`src/obst_pkg.sv`:
```
// Shared types and constants for the optimal search tree cost table.
// Request and result payloads, sequencer states and shared-unit controls.
// No dependencies.
package obst_pkg;

    localparam int MAX_KEYS_DEF    = 8;
    localparam int WEIGHT_BITS_DEF = 16;
    localparam int COST_OUT_BITS   = 22;
    localparam logic [COST_OUT_BITS-1:0] COST_MAX = '1;

    typedef struct packed {
        logic [15:0] key_value;
        logic [15:0] weight;
        logic        last_key;
    } t_req;

    typedef struct packed {
        logic [3:0]               range_start;
        logic [3:0]               range_end;
        logic [COST_OUT_BITS-1:0] cost;
        logic [3:0]               root_index;
        logic [15:0]              root_key;
        logic                     overflow;
        logic                     last;
    } t_res;

    typedef struct packed {
        logic clear;
        logic step;
    } t_unit_ctl;

    typedef enum logic [5:0] {
        S_IDLE  = 6'b000001,
        S_INIT  = 6'b000010,
        S_START = 6'b000100,
        S_READ  = 6'b001000,
        S_ACC   = 6'b010000,
        S_WRITE = 6'b100000
    } t_state;

endpackage

```
`src/obst_ram.sv`:
```
// Generic RAM: one write port, two read ports, registered read data.
// No dependencies.
module obst_ram #(
    parameter int WIDTH = 8,
    parameter int DEPTH = 16
) (
    input  logic                     i_clk,
    input  logic                     i_we,
    input  logic [$clog2(DEPTH)-1:0] i_waddr,
    input  logic [WIDTH-1:0]         i_wdata,
    input  logic [$clog2(DEPTH)-1:0] i_raddr_a,
    input  logic [$clog2(DEPTH)-1:0] i_raddr_b,
    output logic [WIDTH-1:0]         o_rdata_a,
    output logic [WIDTH-1:0]         o_rdata_b
);

    logic [WIDTH-1:0] r_mem [DEPTH];
    logic [WIDTH-1:0] r_rdata_a;
    logic [WIDTH-1:0] r_rdata_b;

    always_ff @(posedge i_clk) begin
        if (i_we) begin
            r_mem[i_waddr] <= i_wdata;
        end
        r_rdata_a <= r_mem[i_raddr_a];
        r_rdata_b <= r_mem[i_raddr_b];
    end

    assign o_rdata_a = r_rdata_a;
    assign o_rdata_b = r_rdata_b;

endmodule

```
`src/obst_unit.sv`:
```
// Shared add-compare unit: running minimum over candidate roots and range weight sum.
// Depends on obst_pkg.
module obst_unit import obst_pkg::*; #(
    parameter int CW = 24,
    parameter int IW = 4,
    parameter int WB = 16
) (
    input  logic          i_clk,
    input  t_unit_ctl     i_ctl,
    input  logic [IW-1:0] i_k,
    input  logic [CW-1:0] i_cost_a,
    input  logic [CW-1:0] i_cost_b,
    input  logic [WB-1:0] i_weight,
    output logic [CW-1:0] o_total,
    output logic [IW-1:0] o_root
);

    localparam int WSW = WB + IW;

    logic [CW-1:0]  r_best;
    logic [IW-1:0]  r_root;
    logic [WSW-1:0] r_wsum;
    logic           r_first;
    logic [CW-1:0]  cand;

    assign cand = i_cost_a + i_cost_b;

    always_ff @(posedge i_clk) begin
        if (i_ctl.clear) begin
            r_first <= 1'b1;
            r_wsum  <= '0;
        end else if (i_ctl.step) begin
            if (r_first || cand < r_best) begin
                r_best <= cand;
                r_root <= i_k;
            end
            r_first <= 1'b0;
            r_wsum  <= r_wsum + WSW'(i_weight);
        end
    end

    assign o_total = r_best + CW'(r_wsum);
    assign o_root  = r_root;

endmodule

```
`src/optimal_bst_cost_table.sv`:
```
// Optimal binary search tree cost table, successful searches only.
// Keys load one per cycle; the last-marked key starts the fill, input stalls meanwhile.
// Fill of n keys: the diagonal is cleared first, then the ranges in order of width,
// each with a cost RAM read and one shared add-compare per candidate root; results are
// sent when the output is free. Synchronous active-low reset returns to key loading.
module optimal_bst_cost_table import obst_pkg::*; #(
    parameter int MAX_KEYS    = MAX_KEYS_DEF,
    parameter int WEIGHT_BITS = WEIGHT_BITS_DEF
) (
    input  logic i_clk,
    input  logic i_rst_n,
    input  logic i_req_valid,
    output logic o_req_ready,
    input  t_req i_req,
    output logic o_res_valid,
    input  logic i_res_ready,
    output t_res o_res
);

    localparam int SIDE = MAX_KEYS + 1;
    localparam int IW   = $clog2(SIDE);
    localparam int KIW  = (MAX_KEYS > 1) ? $clog2(MAX_KEYS) : 1;
    localparam int WB   = WEIGHT_BITS;
    localparam int CW   = WB + 2 * IW;
    localparam int AW   = $clog2(SIDE * SIDE);
    localparam int SW   = (CW > COST_OUT_BITS) ? CW : COST_OUT_BITS;
    localparam logic [AW-1:0] SIDE_A = AW'(SIDE);

    t_state        r_state, n_state;
    logic [15:0]   r_keys    [MAX_KEYS];
    logic [WB-1:0] r_weights [MAX_KEYS];
    logic [IW-1:0] r_count, r_n, r_i, r_j, r_k, r_width;
    logic          r_drop;
    logic          r_res_valid;
    t_res          r_res;

    logic          req_fire, full, w_fire, range_done;
    logic [IW-1:0] count_inc, k_m1, root_m1;
    logic [AW-1:0] waddr;
    logic [CW-1:0] wdata, rd_a, rd_b, total;
    logic [IW-1:0] root;
    logic          we;
    t_unit_ctl     ctl;
    logic [SW-1:0] total_ext;

    function automatic logic [AW-1:0] addr_of(input logic [IW-1:0] a, input logic [IW-1:0] b);
        addr_of = AW'(a) * SIDE_A + AW'(b);
    endfunction

    assign o_req_ready = (r_state == S_IDLE);
    assign req_fire    = i_req_valid && o_req_ready;
    assign full        = (r_count == IW'(MAX_KEYS));
    assign count_inc   = r_count + IW'(1);
    assign w_fire      = (r_state == S_WRITE) && (!r_res_valid || i_res_ready);
    assign range_done  = (r_j == r_n);
    assign k_m1        = r_k - IW'(1);
    assign root_m1     = root - IW'(1);

    always_comb begin
        n_state = r_state;
        unique case (r_state)
            S_IDLE: begin
                if (req_fire && i_req.last_key) n_state = S_INIT;
            end
            S_INIT: begin
                if (r_i == r_n) n_state = S_START;
            end
            S_START: n_state = S_READ;
            S_READ:  n_state = S_ACC;
            S_ACC: begin
                n_state = (r_k == r_j) ? S_WRITE : S_READ;
            end
            S_WRITE: begin
                if (w_fire) n_state = (range_done && r_width == r_n) ? S_IDLE : S_START;
            end
            default: n_state = S_IDLE;
        endcase
    end

    always_ff @(posedge i_clk) begin
        if (!i_rst_n) begin
            r_state <= S_IDLE;
            r_count <= '0;
            r_drop  <= 1'b0;
        end else begin
            r_state <= n_state;
            unique case (r_state)
                S_IDLE: begin
                    if (req_fire) begin
                        if (full) begin
                            r_drop <= 1'b1;
                        end else begin
                            r_count <= count_inc;
                        end
                        r_n <= full ? r_count : count_inc;
                        r_i <= '0;
                    end
                end
                S_INIT: begin
                    if (r_i == r_n) begin
                        r_i     <= '0;
                        r_width <= IW'(1);
                    end else begin
                        r_i <= r_i + IW'(1);
                    end
                end
                S_START: begin
                    r_j <= r_i + r_width;
                    r_k <= r_i + IW'(1);
                end
                S_READ: ;
                S_ACC: begin
                    if (r_k != r_j) r_k <= r_k + IW'(1);
                end
                S_WRITE: begin
                    if (w_fire) begin
                        if (range_done) begin
                            r_i     <= '0;
                            r_width <= r_width + IW'(1);
                            if (r_width == r_n) begin
                                r_count <= '0;
                                r_drop  <= 1'b0;
                            end
                        end else begin
                            r_i <= r_i + IW'(1);
                        end
                    end
                end
                default: ;
            endcase
        end
    end

    always_ff @(posedge i_clk) begin
        if (req_fire && !full) begin
            r_keys[r_count[KIW-1:0]]    <= i_req.key_value;
            r_weights[r_count[KIW-1:0]] <= WB'(i_req.weight);
        end
    end

    assign we    = (r_state == S_INIT) || w_fire;
    assign waddr = (r_state == S_INIT) ? addr_of(r_i, r_i) : addr_of(r_i, r_j);
    assign wdata = (r_state == S_INIT) ? '0 : total;

    obst_ram #(
        .WIDTH (CW),
        .DEPTH (SIDE * SIDE)
    ) u_cost_ram (
        .i_clk     (i_clk),
        .i_we      (we),
        .i_waddr   (waddr),
        .i_wdata   (wdata),
        .i_raddr_a (addr_of(r_i, k_m1)),
        .i_raddr_b (addr_of(r_k, r_j)),
        .o_rdata_a (rd_a),
        .o_rdata_b (rd_b)
    );

    assign ctl.clear = (r_state == S_START);
    assign ctl.step  = (r_state == S_ACC);

    obst_unit #(
        .CW (CW),
        .IW (IW),
        .WB (WB)
    ) u_unit (
        .i_clk    (i_clk),
        .i_ctl    (ctl),
        .i_k      (r_k),
        .i_cost_a (rd_a),
        .i_cost_b (rd_b),
        .i_weight (r_weights[k_m1[KIW-1:0]]),
        .o_total  (total),
        .o_root   (root)
    );

    assign total_ext = SW'(total);

    always_ff @(posedge i_clk) begin
        if (!i_rst_n) begin
            r_res_valid <= 1'b0;
        end else if (w_fire) begin
            r_res_valid <= 1'b1;
        end else if (i_res_ready) begin
            r_res_valid <= 1'b0;
        end
    end

    always_ff @(posedge i_clk) begin
        if (w_fire) begin
            r_res.range_start <= 4'(r_i);
            r_res.range_end   <= 4'(r_j);
            r_res.cost        <= (total_ext > SW'(COST_MAX)) ? COST_MAX
                                                             : total_ext[COST_OUT_BITS-1:0];
            r_res.root_index  <= 4'(root);
            r_res.root_key    <= r_keys[root_m1[KIW-1:0]];
            r_res.overflow    <= r_drop;
            r_res.last        <= (r_i == '0) && range_done;
        end
    end

    assign o_res_valid = r_res_valid;
    assign o_res       = r_res;

    a_acc_after_read: assert property (@(posedge i_clk) disable iff (!i_rst_n)
        (r_state == S_ACC) |-> ($past(r_state) == S_READ))
        else $error("accumulate step without a preceding read");

    a_root_in_range: assert property (@(posedge i_clk) disable iff (!i_rst_n)
        (r_state == S_READ || r_state == S_ACC) |-> (r_k > r_i && r_k <= r_j))
        else $error("candidate root outside its range");

    a_count_bound: assert property (@(posedge i_clk) disable iff (!i_rst_n)
        (r_count <= IW'(MAX_KEYS)))
        else $error("key count beyond capacity");

    a_run_end: assert property (@(posedge i_clk) disable iff (!i_rst_n)
        (w_fire && r_i == '0 && range_done) |=> (r_state == S_IDLE && r_count == '0 && !r_drop))
        else $error("run did not close after the full-range result");

endmodule

```
`config.mk`:
```
export PLATFORM = sky130hd
export DESIGN_NAME = optimal_bst_cost_table
export DESIGN_NICKNAME = d
export VERILOG_FILES = /design/src/obst_pkg.sv /design/src/obst_ram.sv /design/src/obst_unit.sv /design/src/optimal_bst_cost_table.sv
export SDC_FILE = /design/constraint.sdc
export NUM_CORES = 2
export LEC_CHECK = 0
export BUFFER_PORTS_ARGS = -buffer_cell sky130_fd_sc_hd__buf_2
export CELL_PAD_IN_SITES_DETAIL_PLACEMENT = 1
export CELL_PAD_IN_SITES_GLOBAL_PLACEMENT = 1
export CORE_MARGIN = 2
export CORE_UTILIZATION = 51
export CTS_CLUSTER_DIAMETER = 50
export DETAILED_ROUTE_END_ITERATION = 10
export PLACE_DENSITY_LB_ADDON = 0.1
export SYNTH_ARGS = -nofsm -noshare
export SYNTH_HDL_FRONTEND = slang
export SYNTH_SLANG_ARGS = --single-unit
```
`constraint.sdc`:
```
create_clock -name i_clk -period 4.88 [get_ports i_clk]
set_input_delay 0.488 -clock i_clk [delete_from_list [all_inputs] [get_ports i_clk]]
set_output_delay 0.488 -clock i_clk [all_outputs]
set_load 0.005 [all_outputs]
```
Word level (Yosys, flattened, before mapping)
Memory sizes are Yosys's and may differ from the RTL's. A register that Yosys moved wholly into a read port is not among the register bits.
Cells that the tools add are included.
{"block": "totals", "register_bits": 117, "ramBits": 2200, "in_bits": 37, "elab_cells": 124, "memories": 3}
{"block": "classes", "addsub": 14, "multipliers": 2, "n_lt_le_gt_ge": 2, "n_eq_ne": 20, "mux": 37, "bitwise_logic": 1, "n_reduce_logical": 26}
{"memory": "u_cost_ram.r_mem", "words": 81, "width": 24, "read_ports": 2, "rd_clocked_by_memory_dff": 2, "wr": 1, "line_no": "obst_ram.sv:17", "source": "logic [WIDTH-1:0] r_mem [DEPTH];"}
{"memory": "r_keys", "words": 8, "width": 16, "read_ports": 1, "rd_clocked_by_memory_dff": 1, "wr": 1, "line_no": "optimal_bst_cost_table.sv:30", "source": "logic [15:0] r_keys [MAX_KEYS];"}
{"memory": "r_weights", "words": 8, "width": 16, "read_ports": 1, "rd_clocked_by_memory_dff": 0, "wr": 1, "line_no": "optimal_bst_cost_table.sv:31", "source": "logic [WB-1:0] r_weights [MAX_KEYS];"}
{"cell": "$mux 4", "n": 13}
{"cell": "$pmux 6 s6", "n": 1}
{"cell": "$add 7x4->7", "n": 4}
{"cell": "$add 24x20->24", "n": 1}
{"cell": "$add 24x24->24", "n": 1}
{"cell": "$gt 24x22->1 const B", "n": 1}
{"cell": "$lt 24x24->1", "n": 1}
{"cell": "$mux 24", "n": 1}
{"cell": "$mux 6", "n": 4}
{"cell": "$pmux 4 s2", "n": 3}
{"cell": "$add 20x16->20", "n": 1}
{"cell": "$add 4x1->4 const B", "n": 4}
{"cell": "$eq 4x4->1", "n": 4}
{"cell": "$mul 4x4->7 const B", "n": 2}
{"cell": "$pmux 4 s3", "n": 1}
{"cell": "$reduce_and 3->1", "n": 4}
{"cell": "$mux 1", "n": 11}
{"cell": "$ne 2x1->1 const B", "n": 5}
{"cell": "$reduce_and 5->1", "n": 2}
{"cell": "$reduce_bool 2->1", "n": 4}
{"cell": "$mux 7", "n": 1}
{"cell": "$eq 6x1->1 const B", "n": 1}
{"cell": "$eq 6x2->1 const B", "n": 1}
{"cell": "$eq 6x3->1 const B", "n": 1}
{"cell": "other kinds (20)", "n": 30}

Depth between registers and ports, before layout
{"block": "logic_depth", "depth_word": 6, "ltp_mapped": 19}

Cells and area by module
A second synthesis with hierarchy kept.
{"block": "hier_totals", "hier_cells": 5952, "area_unflattened_um2": 109752.8}
{"module": "obst_ram", "n_inst": 1, "cells_per_inst": 4596, "area_per_inst_um2": 90523.1}
{"module": "optimal_bst_cost_table", "n_inst": 1, "cells_per_inst": 747, "area_per_inst_um2": 14081.0}
{"module": "obst_unit", "n_inst": 1, "cells_per_inst": 609, "area_per_inst_um2": 5148.7}

Least setup slack after synthesis
Ideal clock, no wire load.
{"block": "synth_path", "path_type": "reg2reg", "from": "register u_cost_ram.r_rdata_a[4] (netlist: u_cost_ram.o_rdata_a[4]) (read register of u_cost_ram.r_mem)", "to": "register u_unit.r_root[0] (netlist: u_unit.o_root[0]), enable pin", "setup_time_ns": 0.422, "arrival_time_ns": 4.722, "path_slack_ns": -0.265, "stages_incl_launch_ff": 17, "n_path_buf": 0, "period_less_slack_ns": 5.145, "path_cell_list": "dfxtp_1 -> ha_1 -> a2111oi_0 -> o21ai_0 -> a311oi_1 -> nor2b_1 -> o21ai_0 -> xor2_1 -> ha_1 -> a21o_1 -> a21o_1 -> a21o_1 -> a21o_1 -> a21o_1 -> a21oi_1 -> o221ai_1 -> a21oi_1"}
{"block": "synth_between", "elab_chain_len": 4}
{"element": "start, declared", "line_no": "obst_ram.sv:18", "source": "logic [WIDTH-1:0] r_rdata_a;"}
{"element": "$add 24x24->24", "line_no": "obst_unit.sv:26", "source": "assign cand = i_cost_a + i_cost_b;"}
{"element": "net u_unit.cand[16]", "line_no": "obst_unit.sv:24", "source": "logic [CW-1:0] cand;"}
{"element": "$lt 24x24->1", "line_no": "obst_unit.sv:33", "source": "if (r_first || cand < r_best) begin"}
{"element": "$logic_or 1x1->1", "line_no": "obst_unit.sv:33"}
{"element": "$reduce_and 3->1 (no line)"}
{"element": "end signal, assigned", "line_no": "obst_unit.sv:35", "source": "r_root <= i_k;"}
{"element": "end, declared", "line_no": "obst_unit.sv:21", "source": "logic [IW-1:0] r_root;"}
The timed path passes the listed nets, and every way through them passes these cells.
A chain may end at the register's enable or synchronous reset.

Final worst setup path
{"block": "layout_path", "from": "register r_state[3]", "to": "memory u_cost_ram.r_mem[51][22] (netlist name), enable pin"}
{"block": "layout_between", "elab_chain_len": 5, "elab_cells_between_ends": 7, "cone_classes": "2 x eq/ne; 3 x mux; 2 x reduce/logical"}
{"element": "start, declared", "line_no": "optimal_bst_cost_table.sv:29", "source": "t_state r_state, n_state;"}
{"element": "start signal, assigned", "line_no": "optimal_bst_cost_table.sv:86", "source": "r_state <= n_state;"}
{"element": "$eq 6x6->1", "line_no": "optimal_bst_cost_table.sv:54", "source": "assign w_fire = (r_state == S_WRITE) && (!r_res_valid || i_res_ready);"}
{"element": "$logic_and 1x1->1", "line_no": "optimal_bst_cost_table.sv:54"}
{"element": "$logic_or 1x1->1", "line_no": "optimal_bst_cost_table.sv:141", "source": "assign we = (r_state == S_INIT) || w_fire;"}
{"element": "$mux 1", "line_no": "obst_ram.sv:22", "source": "if (i_we) begin"}
{"element": "$mux 1 (not written as such)", "line_no": "obst_ram.sv:23", "source": "r_mem[i_waddr] <= i_wdata;"}
{"element": "end, declared", "line_no": "obst_ram.sv:17"}
Several ways; a longest one is shown, not always the timed one.

==> results_dict.tcl <==
set metrics [dict create \
    p_per_area_nw_per_um2 396 \
    grt_pass1_wl_um 472000 \
    layout-drive-gt1-share_pct 38.4 \
    area_growth_pct 16.0 \
    synthTopCellsByArea "edfxtp_1 (63%), mux4_2 (26%), dfxtp_1 (1.5%)" \
    rows 169 \
    critPathArrivalTime_ps 5290 \
    drtPass1Iterations 5 \
    grt_pass1_vias 62682 \
    yosysTopAreaCell "edfxtp_1" \
    yosys-top-cells-count "edfxtp_1 (2,300), mux4_2 (1,264), nand2_1 (276)" \
    reg2reg_from "r_state[3]" \
    end_kind "flop" \
    drc_errors 0 \
    synth_edf_count 2300 \
    yosysSeqAreaShare_pct 64.7 \
    hold_start "i_req[7]" \
    syn_avg_cell_area_sq_um 20.5 \
    seq_area_sq_um 70700 \
    antenna_found_initial 19 \
    instances_no_fill 8762 \
    ys_seq_elements 2381 \
    crit_path_cell_trace "nor2_1 > nand3b_1 > or3_4 > o21ai_1 > ha_1 > inv_1 > fa_1 > inv_1 > a21o_1 > a21oi_4 > nor2_1 > mux2_2 > a21oi_1 > nand2b_4 > buf_4 > nor2_2" \
    synthesis.nets 5484 \
    synthMostInstantiatedCell "edfxtp_1" \
    synthArstFlopShare_pct 0 \
    clock_path_buffers 4 \
    track_usage_pct 30.7 \
    ctsRootBufferMaster "clkbuf_16" \
    cap_viol_max_count 0 \
    ys.flop_type "edfxtp_1" \
    finalNetCount 5874 \
    yosys.area_share.xor_xnor_pct 0.816 \
    cts-buffers-inserted 298 \
    synth-simple-area-share_pct 2.64 \
    max_slew_margin_pct 10.4 \
    cp.required_ps 5440 \
    clkSinkCount 2381 \
    reg2reg_depth 16 \
    die_w_um 467 \
    peakVddDrop_mv 0.432 \
    p_leak_nw 40.8 \
    ys_types 74 \
    setup_slack_ps 158 \
    yosysTopAreaCellShare_pct 63.2 \
    path_class "reg -> reg" \
    setup_viol 0 \
    hold_path_end "r_weights[2][6]" \
    crit_family "simple AND/OR/NAND/NOR gates" \
    clk_pin_slew_ps 60 \
    synthAdderAreaFrac_pct 1.44 \
    cts_max_level 5 \
    num_io_pins 91 \
    dp_cells 8169 \
    vias 60862 \
    wl_per_cell_um 38.5 \
    n_fill_cell 17529 \
    cts_tree "built" \
    via_per_inst 6.95 \
    grt_max_degree 85 \
    utilization_pct 59.7 \
    dp_slack_ps 27.7 \
    startpoint_type "flop" \
    dieArea_sq_um 218000 \
    multiInputGateArea_sq_um 38200 \
    wl_um 337000 \
    path_max_fanout 12 \
    synth_cells 5325 \
    worst_slew_pin_slew_ps 1340 \
    period_needed_ps 4720 \
    critPathMaxStageDelay_ps 910 \
    timing.reg2reg.setup_slack_ps 160 \
    maxSlewViolCount 0 \
    finalHoldViolations 0 \
    yosysWarnings 0 \
    die_h_um 467 \
    overflow 0 \
    dp_hpwl_um 203000 \
    antenna_left 0 \
    r2r-end "u_cost_ram.r_mem[51][22]" \
    synth-compound-area-share_pct 1.95 \
    finalPower_mw 50.2 \
    status "finished, final reports clean" \
    drt_iter0_markers 8138 \
    finClkSkew_ps 42.4 \
    clock_latency_ps 960 \
    path_buf_inv 3 \
    max_freq_mhz 212 \
    portBuffers 90 \
    syn-cell-area_sq_um 109000 \
    synth_top_family_by_area "multiplexers" \
    synthMuxAreaShare_pct 26.9 \
    cp_slowest_cell "nor2_2" \
    min_path_cells 2 \
    fin_tns_setup_ps 0 \
    start_util_pct 51.4 \
    min_path_type "in -> reg" \
    fin_crit_sh_pct 96.8 \
    coreArea_sq_um 213000 \
    place_congestion 0.894 \
]
==> stage by stage <==
| step | instance area [sq um] | hold WS [ps] |
|---|---|---|
| 6_report | 127000 | 374 |
| 3_3_place_gp | 116000 | 418 |
| 5_1_grt | 127000 | 368 |
| 2_1_floorplan | 109000 | 400 |
| 4_1_cts | 126000 | 304 |
| 3_5_place_dp | 116000 | 417 |
==> worst max-delay path by stage <==
stage          startpoint                        to  slack [ps]  cells after the start
2_1_floorplan      r_k[0]         u_unit.r_wsum[13]           8                     18
3_3_place_gp   r_state[3]  u_cost_ram.r_mem[49][13]         150                     17
3_5_place_dp   r_state[3]  u_cost_ram.r_mem[49][11]          30                     15
4_1_cts        r_state[3]   u_cost_ram.r_mem[50][2]          40                     15
5_1_grt        r_state[3]   u_cost_ram.r_mem[51][1]         -60                     16
6_report       r_state[3]  u_cost_ram.r_mem[51][22]         160                     16
==> report_power, final <==
group	switching, mW	leakage (nW)	total (mW)	internal [mW]
sequential	0.106	21.4	22.6	22.5
clock	8.68	4.66	21.8	13.2
combinational	3.47	14.8	5.82	2.35
total	12.3	40.8	50.2	38.0
==> routing by layer <==
metal	part of all wire [%]	GRT usage, %
met5	0.0098	0
met4	4.2	11.7
met3	9.0	6.03
met2	48	48.3
met1	39	42.9
==> cells in the final DEF (no fill, tap or decap), types with 21 or more instances in the layout <==
cell           netlist  final
nand3_1             23     23
nand2_1            276    276
clkbuf_16            0    305
bufinv_16            0     31
clkbuf_1           198     43
dlygate4sd3_1        0     37
buf_12               0    128
or3_1               32     31
xor2_1              39     34
edfxtp_1          2300   2300
mux4_2            1264   1264
a221oi_1            24     24
ha_1               115    111
clkinvlp_4           0     21
clkinv_2             0     32
o21ai_0             54     53
a21o_1              42     42
dfxtp_1             81     81
nor2_4               0    129
buf_2              114     90
inv_1               65     64
mux2_2              32     32
xnor2_1             61     55
nor2_1             152     47
clkinv_1             1     42
mux2i_1             53     53
a21oi_1            136    134
buf_4                7    151
and3_1              33     32
==> registers in the layout (all words and copies together), names as in the netlist <==
name and cells:
r_j 4, u_unit.r_first 1, u_unit.o_root 4, r_state 6, u_cost_ram.r_mem 1944, u_cost_ram.o_rdata_b 24, r_i 4, r_drop 1
r_n 4, u_unit.r_best 24, u_unit.r_wsum 20, r_keys 128, o_res 52, r_width 4, r_weights 128, o_res_valid 1
r_k 4, u_cost_ram.o_rdata_a 24, r_count 4
==> what timing repair did <==
action,4_1_cts,5_1_grt
hold buffers,37,0
buffers inserted,0,4
endpoints found under the hold margin,268,0
cloned,2,24
pin swaps,0,21
resized for setup,3,30
endpoints found under the setup margin,37,828
==> cell families after synthesis <==
group	Yosys count
muxes	1349
adders and majority gates	122
DFF	2381
and+or+nand+nor	632
buffers and inverters	408
xor gates and xnor gates	101
AOI/OAI and AO/OA	332
==> area by class of cell <==
| type | count | area share, % |
|---|---|---|
| multi-input combinational | 2562 | 30.1 |
| timing repair buffer | 406 | 3.56 |
| antenna | 8 | 0.0158 |
| tap | 2821 | 2.78 |
| clock buffer | 350 | 6.17 |
| clock inverter | 168 | 1.43 |
| inverter | 66 | 0.195 |
| sequential | 2381 | 55.7 |
Power figures use the tool's default switching activity.
